### config.mk
export PLATFORM = sky130hd
export DESIGN_NAME = sorted_list_min_max_remove_top
export DESIGN_NICKNAME = d
export VERILOG_FILES = /design/src/hw/rtl/slmm_pkg.sv /design/src/hw/rtl/slmm_ram.sv /design/src/hw/rtl/sorted_list_min_max_remove_top.sv
export SDC_FILE = /design/constraint.sdc
export NUM_CORES = 1
export LEC_CHECK = 0
export BUFFER_PORTS_ARGS = -buffer_cell sky130_fd_sc_hd__buf_2
export CORE_ASPECT_RATIO = 1.2
export CORE_MARGIN = 3
export CORE_UTILIZATION = 53
export DETAILED_ROUTE_END_ITERATION = 8
export PLACE_DENSITY_LB_ADDON = 0.3
export SYNTH_ARGS = -nofsm -noshare
export SYNTH_HDL_FRONTEND = slang
export SYNTH_SLANG_ARGS = --single-unit
### constraint.sdc
create_clock -name aclk -period 4.28 [get_ports aclk]
set_clock_uncertainty 0.2 [all_clocks]
set_input_delay 0.214 -clock aclk [delete_from_list [all_inputs] [get_ports aclk]]
set_output_delay 0.214 -clock aclk [all_outputs]
set_load 0.005 [all_outputs]
### src/hw/rtl/slmm_pkg.sv
package slmm_pkg;

    localparam logic [1:0] KIND_INSERT     = 2'd0;
    localparam logic [1:0] KIND_REMOVE_MIN = 2'd1;
    localparam logic [1:0] KIND_REMOVE_MAX = 2'd2;

    localparam logic [1:0] STATUS_DONE  = 2'd0;
    localparam logic [1:0] STATUS_EMPTY = 2'd1;
    localparam logic [1:0] STATUS_FULL  = 2'd2;

endpackage

### src/hw/rtl/slmm_ram.sv
module slmm_ram #(
    parameter int WIDTH = 32,
    parameter int DEPTH = 16
) (
    input  logic                     clk,
    input  logic                     we,
    input  logic [$clog2(DEPTH)-1:0] waddr,
    input  logic [WIDTH-1:0]         wdata,
    input  logic [$clog2(DEPTH)-1:0] raddr,
    output logic [WIDTH-1:0]         rdata
);

    logic [WIDTH-1:0] mem [DEPTH];

    always_ff @(posedge clk) begin
        if (we) begin
            mem[waddr] <= wdata;
        end
        rdata <= mem[raddr];
    end

endmodule

### src/hw/rtl/sorted_list_min_max_remove_top.sv
// Channel   | Ports                                         | Direction
// request   | s_valid s_ready s_kind s_value                | in
// result    | m_valid m_ready m_status m_removed_value      | out
//           | m_entry_count                                 |
//
// One request at a time; s_ready is high only while no request is in work.
// Insert: after the accept, walk down from the top, shifting each entry >= value
// up one slot through the single RAM port pair, then write the value, then the
// result. Insert into an empty list writes in the accept cycle, then the result.
// Remove smallest: capture entry 0, then move each later entry down one slot.
// Remove largest: capture top entry. Empty/full/unused kinds go right to result.
// Synchronous active-low reset clears the entry count; RAM contents are not
// cleared. A stalled result holds until m_ready; no request is taken meanwhile.
module sorted_list_min_max_remove_top #(
    parameter int DEPTH      = 16,
    parameter int VALUE_BITS = 32
) (
    input  logic                                aclk,
    input  logic                                aresetn,
    input  logic                                s_valid,
    output logic                                s_ready,
    input  logic [1:0]                          s_kind,
    input  logic signed [VALUE_BITS-1:0]        s_value,
    output logic                                m_valid,
    input  logic                                m_ready,
    output logic [1:0]                          m_status,
    output logic signed [VALUE_BITS-1:0]        m_removed_value,
    output logic [$clog2(DEPTH+1)-1:0]          m_entry_count
);

    localparam int AW = $clog2(DEPTH);
    localparam int CW = $clog2(DEPTH + 1);

    typedef enum logic [2:0] {
        ST_IDLE,
        ST_INS,
        ST_INS_LAST,
        ST_MIN_CAP,
        ST_MIN_SH,
        ST_MAX_CAP,
        ST_OUT
    } state_t;

    state_t                       state_reg;
    logic [CW-1:0]                cnt_reg;
    logic [AW-1:0]                idx_reg;
    logic signed [VALUE_BITS-1:0] val_reg;
    logic [1:0]                   status_reg;
    logic signed [VALUE_BITS-1:0] removed_reg;

    logic                         ram_we;
    logic [AW-1:0]                ram_waddr;
    logic [VALUE_BITS-1:0]        ram_wdata;
    logic [AW-1:0]                ram_raddr;
    logic [VALUE_BITS-1:0]        ram_rdata;

    logic [CW-1:0]                cnt_dec;
    logic [AW-1:0]                cnt_m1;
    logic                         entry_ge;
    logic                         accept;

    assign cnt_dec  = cnt_reg - CW'(1);
    assign cnt_m1   = cnt_dec[AW-1:0];
    assign entry_ge = $signed(ram_rdata) >= val_reg;
    assign accept   = s_valid && s_ready;

    assign s_ready         = (state_reg == ST_IDLE);
    assign m_valid         = (state_reg == ST_OUT);
    assign m_status        = status_reg;
    assign m_removed_value = removed_reg;
    assign m_entry_count   = cnt_reg;

    slmm_ram #(
        .WIDTH(VALUE_BITS),
        .DEPTH(DEPTH)
    ) u_ram (
        .clk  (aclk),
        .we   (ram_we),
        .waddr(ram_waddr),
        .wdata(ram_wdata),
        .raddr(ram_raddr),
        .rdata(ram_rdata)
    );

    always_comb begin
        ram_we    = 1'b0;
        ram_waddr = idx_reg;
        ram_wdata = val_reg;
        ram_raddr = idx_reg;
        case (state_reg)
            ST_IDLE: begin
                // prefetch the entry the request will look at first
                ram_raddr = (s_kind == slmm_pkg::KIND_REMOVE_MIN) ? '0 : cnt_m1;
                if (s_valid && s_kind == slmm_pkg::KIND_INSERT && cnt_reg == '0) begin
                    ram_we    = 1'b1;
                    ram_waddr = '0;
                    ram_wdata = s_value;
                end
            end
            ST_INS: begin
                ram_we    = 1'b1;
                ram_waddr = idx_reg + AW'(1);
                ram_wdata = entry_ge ? ram_rdata : val_reg;
                ram_raddr = idx_reg - AW'(1);
            end
            ST_INS_LAST: begin
                ram_we    = 1'b1;
                ram_waddr = '0;
            end
            ST_MIN_CAP: begin
                ram_raddr = AW'(1);
            end
            ST_MIN_SH: begin
                ram_we    = 1'b1;
                ram_waddr = idx_reg - AW'(1);
                ram_wdata = ram_rdata;
                ram_raddr = idx_reg + AW'(1);
            end
            default: begin
            end
        endcase
    end

    always_ff @(posedge aclk) begin
        if (!aresetn) begin
            state_reg <= ST_IDLE;
            cnt_reg   <= '0;
        end else begin
            case (state_reg)
                ST_IDLE: begin
                    if (accept) begin
                        val_reg     <= s_value;
                        status_reg  <= slmm_pkg::STATUS_DONE;
                        removed_reg <= '0;
                        idx_reg     <= cnt_m1;
                        case (s_kind)
                            slmm_pkg::KIND_INSERT: begin
                                if (cnt_reg == CW'(DEPTH)) begin
                                    status_reg <= slmm_pkg::STATUS_FULL;
                                    state_reg  <= ST_OUT;
                                end else begin
                                    cnt_reg   <= cnt_reg + CW'(1);
                                    state_reg <= (cnt_reg == '0) ? ST_OUT : ST_INS;
                                end
                            end
                            slmm_pkg::KIND_REMOVE_MIN, slmm_pkg::KIND_REMOVE_MAX: begin
                                if (cnt_reg == '0) begin
                                    status_reg <= slmm_pkg::STATUS_EMPTY;
                                    state_reg  <= ST_OUT;
                                end else begin
                                    cnt_reg   <= cnt_dec;
                                    state_reg <= (s_kind == slmm_pkg::KIND_REMOVE_MIN)
                                                 ? ST_MIN_CAP : ST_MAX_CAP;
                                end
                            end
                            default: begin
                                state_reg <= ST_OUT;
                            end
                        endcase
                    end
                end
                ST_INS: begin
                    // walk down from the top, moving entries >= value up a slot
                    if (!entry_ge) begin
                        state_reg <= ST_OUT;
                    end else if (idx_reg == '0) begin
                        state_reg <= ST_INS_LAST;
                    end else begin
                        idx_reg <= idx_reg - AW'(1);
                    end
                end
                ST_INS_LAST: begin
                    state_reg <= ST_OUT;
                end
                ST_MIN_CAP: begin
                    removed_reg <= ram_rdata;
                    idx_reg     <= AW'(1);
                    state_reg   <= (cnt_reg == '0) ? ST_OUT : ST_MIN_SH;
                end
                ST_MIN_SH: begin
                    // cnt_reg already holds the new count, i.e. the last old index
                    if (CW'(idx_reg) == cnt_reg) begin
                        state_reg <= ST_OUT;
                    end else begin
                        idx_reg <= idx_reg + AW'(1);
                    end
                end
                ST_MAX_CAP: begin
                    removed_reg <= ram_rdata;
                    state_reg   <= ST_OUT;
                end
                ST_OUT: begin
                    if (m_ready) begin
                        state_reg <= ST_IDLE;
                    end
                end
                default: begin
                    state_reg <= ST_IDLE;
                end
            endcase
        end
    end

`ifndef SYNTHESIS
    a_count_bound: assert property (@(posedge aclk) disable iff (!aresetn)
        cnt_reg <= CW'(DEPTH))
        else $error("entry count above depth");

    a_full_status: assert property (@(posedge aclk) disable iff (!aresetn)
        (m_valid && m_status == slmm_pkg::STATUS_FULL) |-> (m_entry_count == CW'(DEPTH)))
        else $error("full status with list not full");

    a_empty_status: assert property (@(posedge aclk) disable iff (!aresetn)
        (m_valid && m_status == slmm_pkg::STATUS_EMPTY)
        |-> (m_entry_count == '0 && m_removed_value == '0))
        else $error("empty status with entries or a value");

    a_count_step: assert property (@(posedge aclk) disable iff (!aresetn)
        (accept && s_kind == slmm_pkg::KIND_INSERT && cnt_reg != CW'(DEPTH))
        |=> (cnt_reg == $past(cnt_reg) + CW'(1)))
        else $error("insert did not grow the list by one");
`endif

endmodule
==> results.cfg, run 1 <==
[synthesis]
synth_nets = 1947
synth_compound_area_share_pct = 9.44
synth-edff-count = 582
synthCells = 1868
synth_xor_area_share_pct = 0.529
synth_area_mm2 = 0.0279
ys_types = 83
synth_mux_area_share_pct = 13.0
yosysTopAreaCellShare_pct = 62.6
syn_area_per_cell_um2 = 14.9
ys_warn_count = 0
yosys.area_share.adder_pct = 1.84
synth_top_area_cell = edfxtp_1
synth_top_family_by_area = multiplexers
synthArstFlopShare_pct = 0
ys_ff_latch = 622
yosys-top-cells-area = edfxtp_1 (63%), mux2i_1 (10%), dfxtp_1 (2.9%)
synth_seq_area_share_pct = 65.5
yosys.area_share.simple_pct = 5.63
synth-main-ff-cell = edfxtp_1

[clock_network]
cts_buffers = 57
htreeDepth = 2
cts.path.max_buffers = 3
clkTransAtPathRegs_ns = 0.07
hold_buffers = 37
clock-sinks = 622
cts-root-buf = clkbuf_16
tritoncts = done
cts_resized = 0
cts_setup_buffers = 0
clkLatencyLatePin_ns = 0.61

[setup_path]
r2r-end = u_ram.rdata[3]
worstPathArrival_ns = 4.14
reg2reg_depth = 9
critical_path_class = flip-flop to flip-flop
critPathRequiredTime_ns = 4.51
cp-endpoint = u_ram.rdata[3]
critPathMaxFanout = 28
r2r-start = idx_reg[0]
crit_start = idx_reg[0]
reg2reg_slack_ns = 0.36
startpoint_type = flip-flop
end_kind = flip-flop

[cells_and_area]
area_delta_synth_final_pct = 12.2
regMostFlops = u_ram.mem
layout_commonest_cell = edfxtp_1
multi_input_area_mm2 = 0.00864
finalNetCount = 2065
drive_gt1_share_pct = 18.6
largest_register_ffs = 512
seqCellArea_mm2 = 0.0183
fill_cells = 3823
layout_common_cells = edfxtp_1 (582), mux2i_1 (288), nand2_1 (105)

[placement]
dp_slack_ns = 0.478
port-buffer-count = 78
gp_congestion = 0.868
dp_hpwl_mm = 38.2

[global_routing]
grt_max_degree = 76
grt_overflow_total = 0
grt_use_total_pct = 23.6
grt_pass1_vias = 16548
grt_pass1_wl_mm = 100
antenna_found_initial = 2

[floorplan]
die_w_um = 215
die_area_mm2 = 0.0554
num_rows = 91
start_util_pct = 54.0
design.core.area_mm2 = 0.0517
pin_count = 79
die_h_um = 257

[sta]
setup_ws_ns = 0.363
timing.hold.ws_ns = 0.0450
max_freq_mhz = 255
rsz0062_at_grt = false
final.min_clock_period_ns = 3.92
hold_violations = 0
setup_violations = 0
slew-limit-headroom_pct = 24.2
report.final.slew_viol_count = 0
timing.final.crit_share_pct = 91.5
tightest_slew_ns = 1.14
tns_ns = 0

[power_and_ir_drop]
p_per_area_mw_per_mm2 = 799
worst_ir_drop_vdd_mv = 0.522
power_leakage_nw = 11.1
p_comb_share_pct = 42.7
p_seq_share_pct = 37.9
p_int_w = 0.0153
power_frac_clock_pct = 19.5
power.switching_w = 0.00965
switching_share_pct = 38.6

[route]
drtPass1Iterations = 5
ant_nets = 0
dr_total_vias = 16551
drc = 0
drt-vias-per-instance = 6.06
wire_per_inst_um = 24.2
wirelength_mm = 66.2
first_iter_violations = 1511

[worst_hold_path]
hold_path.class = input port to flip-flop
holdCritStartpoint = s_kind[1]

[run]
drv_cap = 0

[run_status]
outcome = completed
-- layout make-up --
cell class	count	share of cell area (%)
Antenna cell	2	0.0160
Clock buffer	78	4.94
Clock inverter	25	0.788
Inverter	46	0.560
Multi-Input combinational cell	1078	27.6
Sequential cell	622	58.4
Tap cell	697	2.79
Timing Repair Buffer	181	4.89
-- kinds of logic (layout without fill, tap and decap cells) --
group | after synthesis | count (layout)
AOI/OAI and AO/OA | 345 | 345
other | 0 | 2
and+or+nand+nor | 323 | 323
DFF | 622 | 622
adders and majority gates | 41 | 41
xor gates and xnor gates | 16 | 16
buffers and inverters | 168 | 330
muxes | 353 | 353
-- power by group through the flow --
stage	clock network, W	registers [W]	logic [W]
detailed placement	0	0.00957	0.0105
global route	0.00518	0.00954	0.0114
floorplan	0	0.00932	0.00776
global placement	0	0.00952	0.0103
CTS	0.00494	0.00944	0.0106
finish	0.00487	0.00946	0.0107
-- metrics by stage --
stage,instance area [um^2],std cells,util [%],power [W]
after detailed placement,29100,2587,56.3,0.0201
after CTS,31300,2727,60.5,0.0250
final,31300,2729,60.5,0.0250
after global placement,29100,2587,56.3,0.0198
after global routing,31300,2727,60.5,0.0261
after floorplan,27900,1868,-,0.0171
-- synth_stat cells, types with 4 or more instances --
library cell	count
a211oi_1	7
a211oi_2	26
a21oi_1	26
a22oi_1	5
a31oi_1	33
and2_1	7
and3_1	34
buf_1	5
buf_12	11
buf_2	30
buf_4	10
buf_6	28
clkbuf_1	33
dfxtp_1	40
edfxtp_1	582
ha_1	41
inv_1	45
mux2_1	21
mux2_2	43
mux2i_1	288
nand2_1	106
nand2b_1	6
nand3_1	4
nand4_1	7
nor2_1	98
nor3_1	7
nor4_1	32
o211ai_1	65
o21a_1	33
o21ai_0	15
o21ai_2	31
o22ai_1	68
xnor2_1	8
xor2_1	7
-- routing by layer --
metal	vias up	global-route usage (%)	share of wire [%]
li1	7492	-	-
met1	8238	31.1	40
met2	692	39.9	49
met3	129	4.10	7.8
met4	0	7.92	3.0
met5	-	0	0
-- worst min path at each step --
stage	cells after the start	slack (ns)	end
2_1_floorplan	0	0.11	val_reg[0]
4_1_cts	4	0.03	state_reg[0]
3_3_place_gp	1	0.21	val_reg[6]
3_5_place_dp	1	0.21	val_reg[6]
5_1_grt	4	0.09	state_reg[0]
6_report	4	0.04	state_reg[0]
-- worst max-delay path, stage by stage (launching register included) --
cell and delay (ns):
edfxtp_1 0.65, inv_4 0.09, ha_1 0.42, a22o_1 0.27, a211oi_4 0.61, buf_4 0.47
mux2i_1 0.14, mux2i_1 0.20, o22ai_1 0.10, a31oi_1 0.57
Note: power is estimated with default switching activity, not from simulation.
==> run 2, diff against run 1 <==
--- a/config.mk
+++ b/config.mk
@@ -13,4 +13,5 @@
 export PLACE_DENSITY_LB_ADDON = 0.3
 export SYNTH_ARGS = -nofsm -noshare
 export SYNTH_HDL_FRONTEND = slang
+export SYNTH_HIERARCHICAL = 1
 export SYNTH_SLANG_ARGS = --single-unit
==> results.cfg, run 2 <==
[synthesis]
syn_area_per_cell_um2 = 17.8
ys_ff_latch = 622
ys_warn_count = 6
synthCells = 1436
synth_nets = 1515
synth_area_mm2 = 0.0256
yosys-top-cells-area = edfxtp_1 (68%), mux4_2 (11%), dfxtp_1 (3.1%)
post-synth-top-count-cell = edfxtp_1
synth_common_cells = edfxtp_1 (582), mux4_2 (128), a22oi_1 (65)
synth-main-ff-cell = edfxtp_1
synthArstFlopShare_pct = 0
synth_seq_area_share_pct = 71.3
yosysTopAreaCellShare_pct = 68.2
synth-edff-count = 582
synth_top_area_cell = edfxtp_1
ys_types = 61

[worst_hold_path]
holdCritStartpoint = s_value[17]
worstHoldEndpoint = val_reg[17]
hold_path.class = input port to flip-flop
hold_depth = 2

[clock_network]
clkLatencyLatePin_ns = 0.60
cts-root-buf = clkbuf_16
clkTransAtPathRegs_ns = 0.06
cts_buffers = 57
htreeDepth = 2
tritoncts = done
clock-sinks = 622
cts_setup_buffers = 0
cts.path.max_buffers = 3

[setup_path]
critical_path_class = flip-flop to flip-flop
r2r-end = u_ram/mem[4][0]
reg2reg_depth = 10
reg2reg_slack_ns = 0.24
critPathMaxStageDelay_ns = 0.90
end_kind = flip-flop
worstPathArrival_ns = 4.08
r2r-start = val_reg[30]
critPathRequiredTime_ns = 4.32
slowest_stage = a2bb2oi_1
crit_chain = inv_1 -> ha_1 -> a21oi_1 -> nand2_1 -> a221o_1 -> o21a_1 -> a311oi_4 -> buf_12 -> o21ai_0 -> a2bb2oi_1
startpoint_type = flip-flop
critPathMaxFanout = 33

[cells_and_area]
layout_common_cells = edfxtp_1 (582), mux4_2 (128), buf_2 (78)
largest_register_ffs = 512
drive_gt1_share_pct = 26.3
regMostFlops = u_ram/mem
area_delta_synth_final_pct = 15.0
finalNetCount = 1663
design_area_mm2 = 0.0295
diodes = 0
layout_commonest_cell = edfxtp_1

[power_and_ir_drop]
finalPower_w = 0.0262
power.switching_w = 0.00964
worst_ir_drop_vdd_mv = 0.866
power_leakage_nw = 10.0
switching_share_pct = 36.7
p_int_w = 0.0166
p_per_area_mw_per_mm2 = 891
p_comb_share_pct = 43.6
p_seq_share_pct = 38.5
power_frac_clock_pct = 18.0

[floorplan]
die_w_um = 207
die_h_um = 247
start_util_pct = 54.1
pin_count = 79
design.core.area_mm2 = 0.0474
die_area_mm2 = 0.0510
num_rows = 87

[sta]
report.final.slew_viol_count = 0
hold_violations = 0
tightest_slew_ns = 1.17
final.min_clock_period_ns = 4.04
slew-limit-headroom_pct = 21.5
max_freq_mhz = 247
timing.final.crit_share_pct = 94.4
rsz0062_at_grt = false
setup_violations = 0
timing.hold.ws_ns = 0.162

[route]
first_iter_violations = 1709
ant_nets = 0
drtPass1Iterations = 5
dr_total_vias = 14714
wirelength_mm = 63.4
drc = 0
drt-vias-per-instance = 6.53
wire_per_inst_um = 28.1

[placement]
gp_congestion = 0.831
dpl_cell_area_mm2 = 0.0273
dp_hpwl_mm = 36.0
port-buffer-count = 78

[global_routing]
grt_pass1_vias = 14758
grt_max_degree = 95
grt_use_total_pct = 25.2
grt_pass1_wl_mm = 93.9
antenna_found_initial = 1
grt_overflow_total = 0

[run_status]
outcome = completed

[run]
drv_cap = 0
## run 2: cell type report
class	count	area (um^2)
clock buffer	81	1550
clock inverter	24	176
fill	3306	17900
inverter	43	161
multi-input combinational	679	7030
sequential	622	18300
tap	623	779
timing repair buffer	181	1480
## run 2: metal layers
layer | wire length, um | vias up | GRT usage (%) | share of wire, %
met5 | 0 | - | 0 | 0
met3 | 5960 | 181 | 3.87 | 9.4
met4 | 2300 | 0 | 8.67 | 3.6
li1 | - | 6172 | - | -
met2 | 30400 | 863 | 40.3 | 48
met1 | 24800 | 7498 | 36.1 | 39
## run 2: how the worst max path moves through the flow
stage | from | slack (ns) | depth (start not counted) | end
6_report | val_reg[30] | 0.24 | 10 | u_ram/mem[4][0]
5_1_grt | val_reg[23] | 0.02 | 10 | u_ram/mem[13][14]
4_1_cts | val_reg[23] | 0.31 | 10 | u_ram/mem[2][31]
3_5_place_dp | val_reg[23] | 0.32 | 10 | u_ram/mem[11][31]
3_3_place_gp | val_reg[23] | 0.44 | 10 | u_ram/mem[8][2]
2_1_floorplan | m_entry_count[0] | -0.38 | 11 | u_ram/mem[1][0]
## run 2: what timing repair did
action | 4_1_cts | 5_1_grt
endpoints found under the setup margin | 0 | 67
endpoints found under the hold margin | 43 | 0
gates resized for setup | 0 | 5
hold buffers | 38 | 0
## run 2: logic make-up (layout without fill, tap and decap cells)
logic type | after synthesis | after routing | synth area share [%]
AO/OA/AOI/OAI | 280 | 280 | 7.69
flip-flops | 622 | 622 | 71.3
XOR/XNOR | 11 | 11 | 0.376
buffers and inverters | 135 | 329 | 2.23
adder cells (fa/ha/maj) | 41 | 41 | 2.00
AND/OR/NAND/NOR | 185 | 185 | 3.62
multiplexers | 162 | 162 | 12.7
## run 2: power groups by stage
stage	clock [W]	sequential, W	combinational [W]
2_1_floorplan	0	0.00997	0.00772
5_1_grt	0.00503	0.0102	0.0122
3_3_place_gp	0	0.0101	0.0110
4_1_cts	0.00479	0.0101	0.0114
3_5_place_dp	0	0.0102	0.0113
6_report	0.00471	0.0101	0.0114
## run 2: critical path, delay by kind of cell (launching register included)
kind,cells,cell delay [ns]
and+or+nand+nor,1,0.08
buffers and inverters,2,0.33
adders and majority gates,1,0.35
DFF,1,0.38
AOI/OAI and AO/OA,6,2.31
## run 2: metrics by stage
| stage | cells | setup TNS (ns) | setup slack [ns] | util [%] |
|---|---|---|---|---|
| finish | 2253 | 0 | 0.239 | 62.2 |
| global route | 2253 | 0 | 0.0151 | 62.2 |
| CTS | 2253 | 0 | 0.310 | 62.1 |
| detailed placement | 2110 | 0 | 0.320 | 57.7 |
| global placement | 2110 | 0 | 0.441 | 57.7 |
| floorplan | 1436 | -83.43 | -0.384 | - |
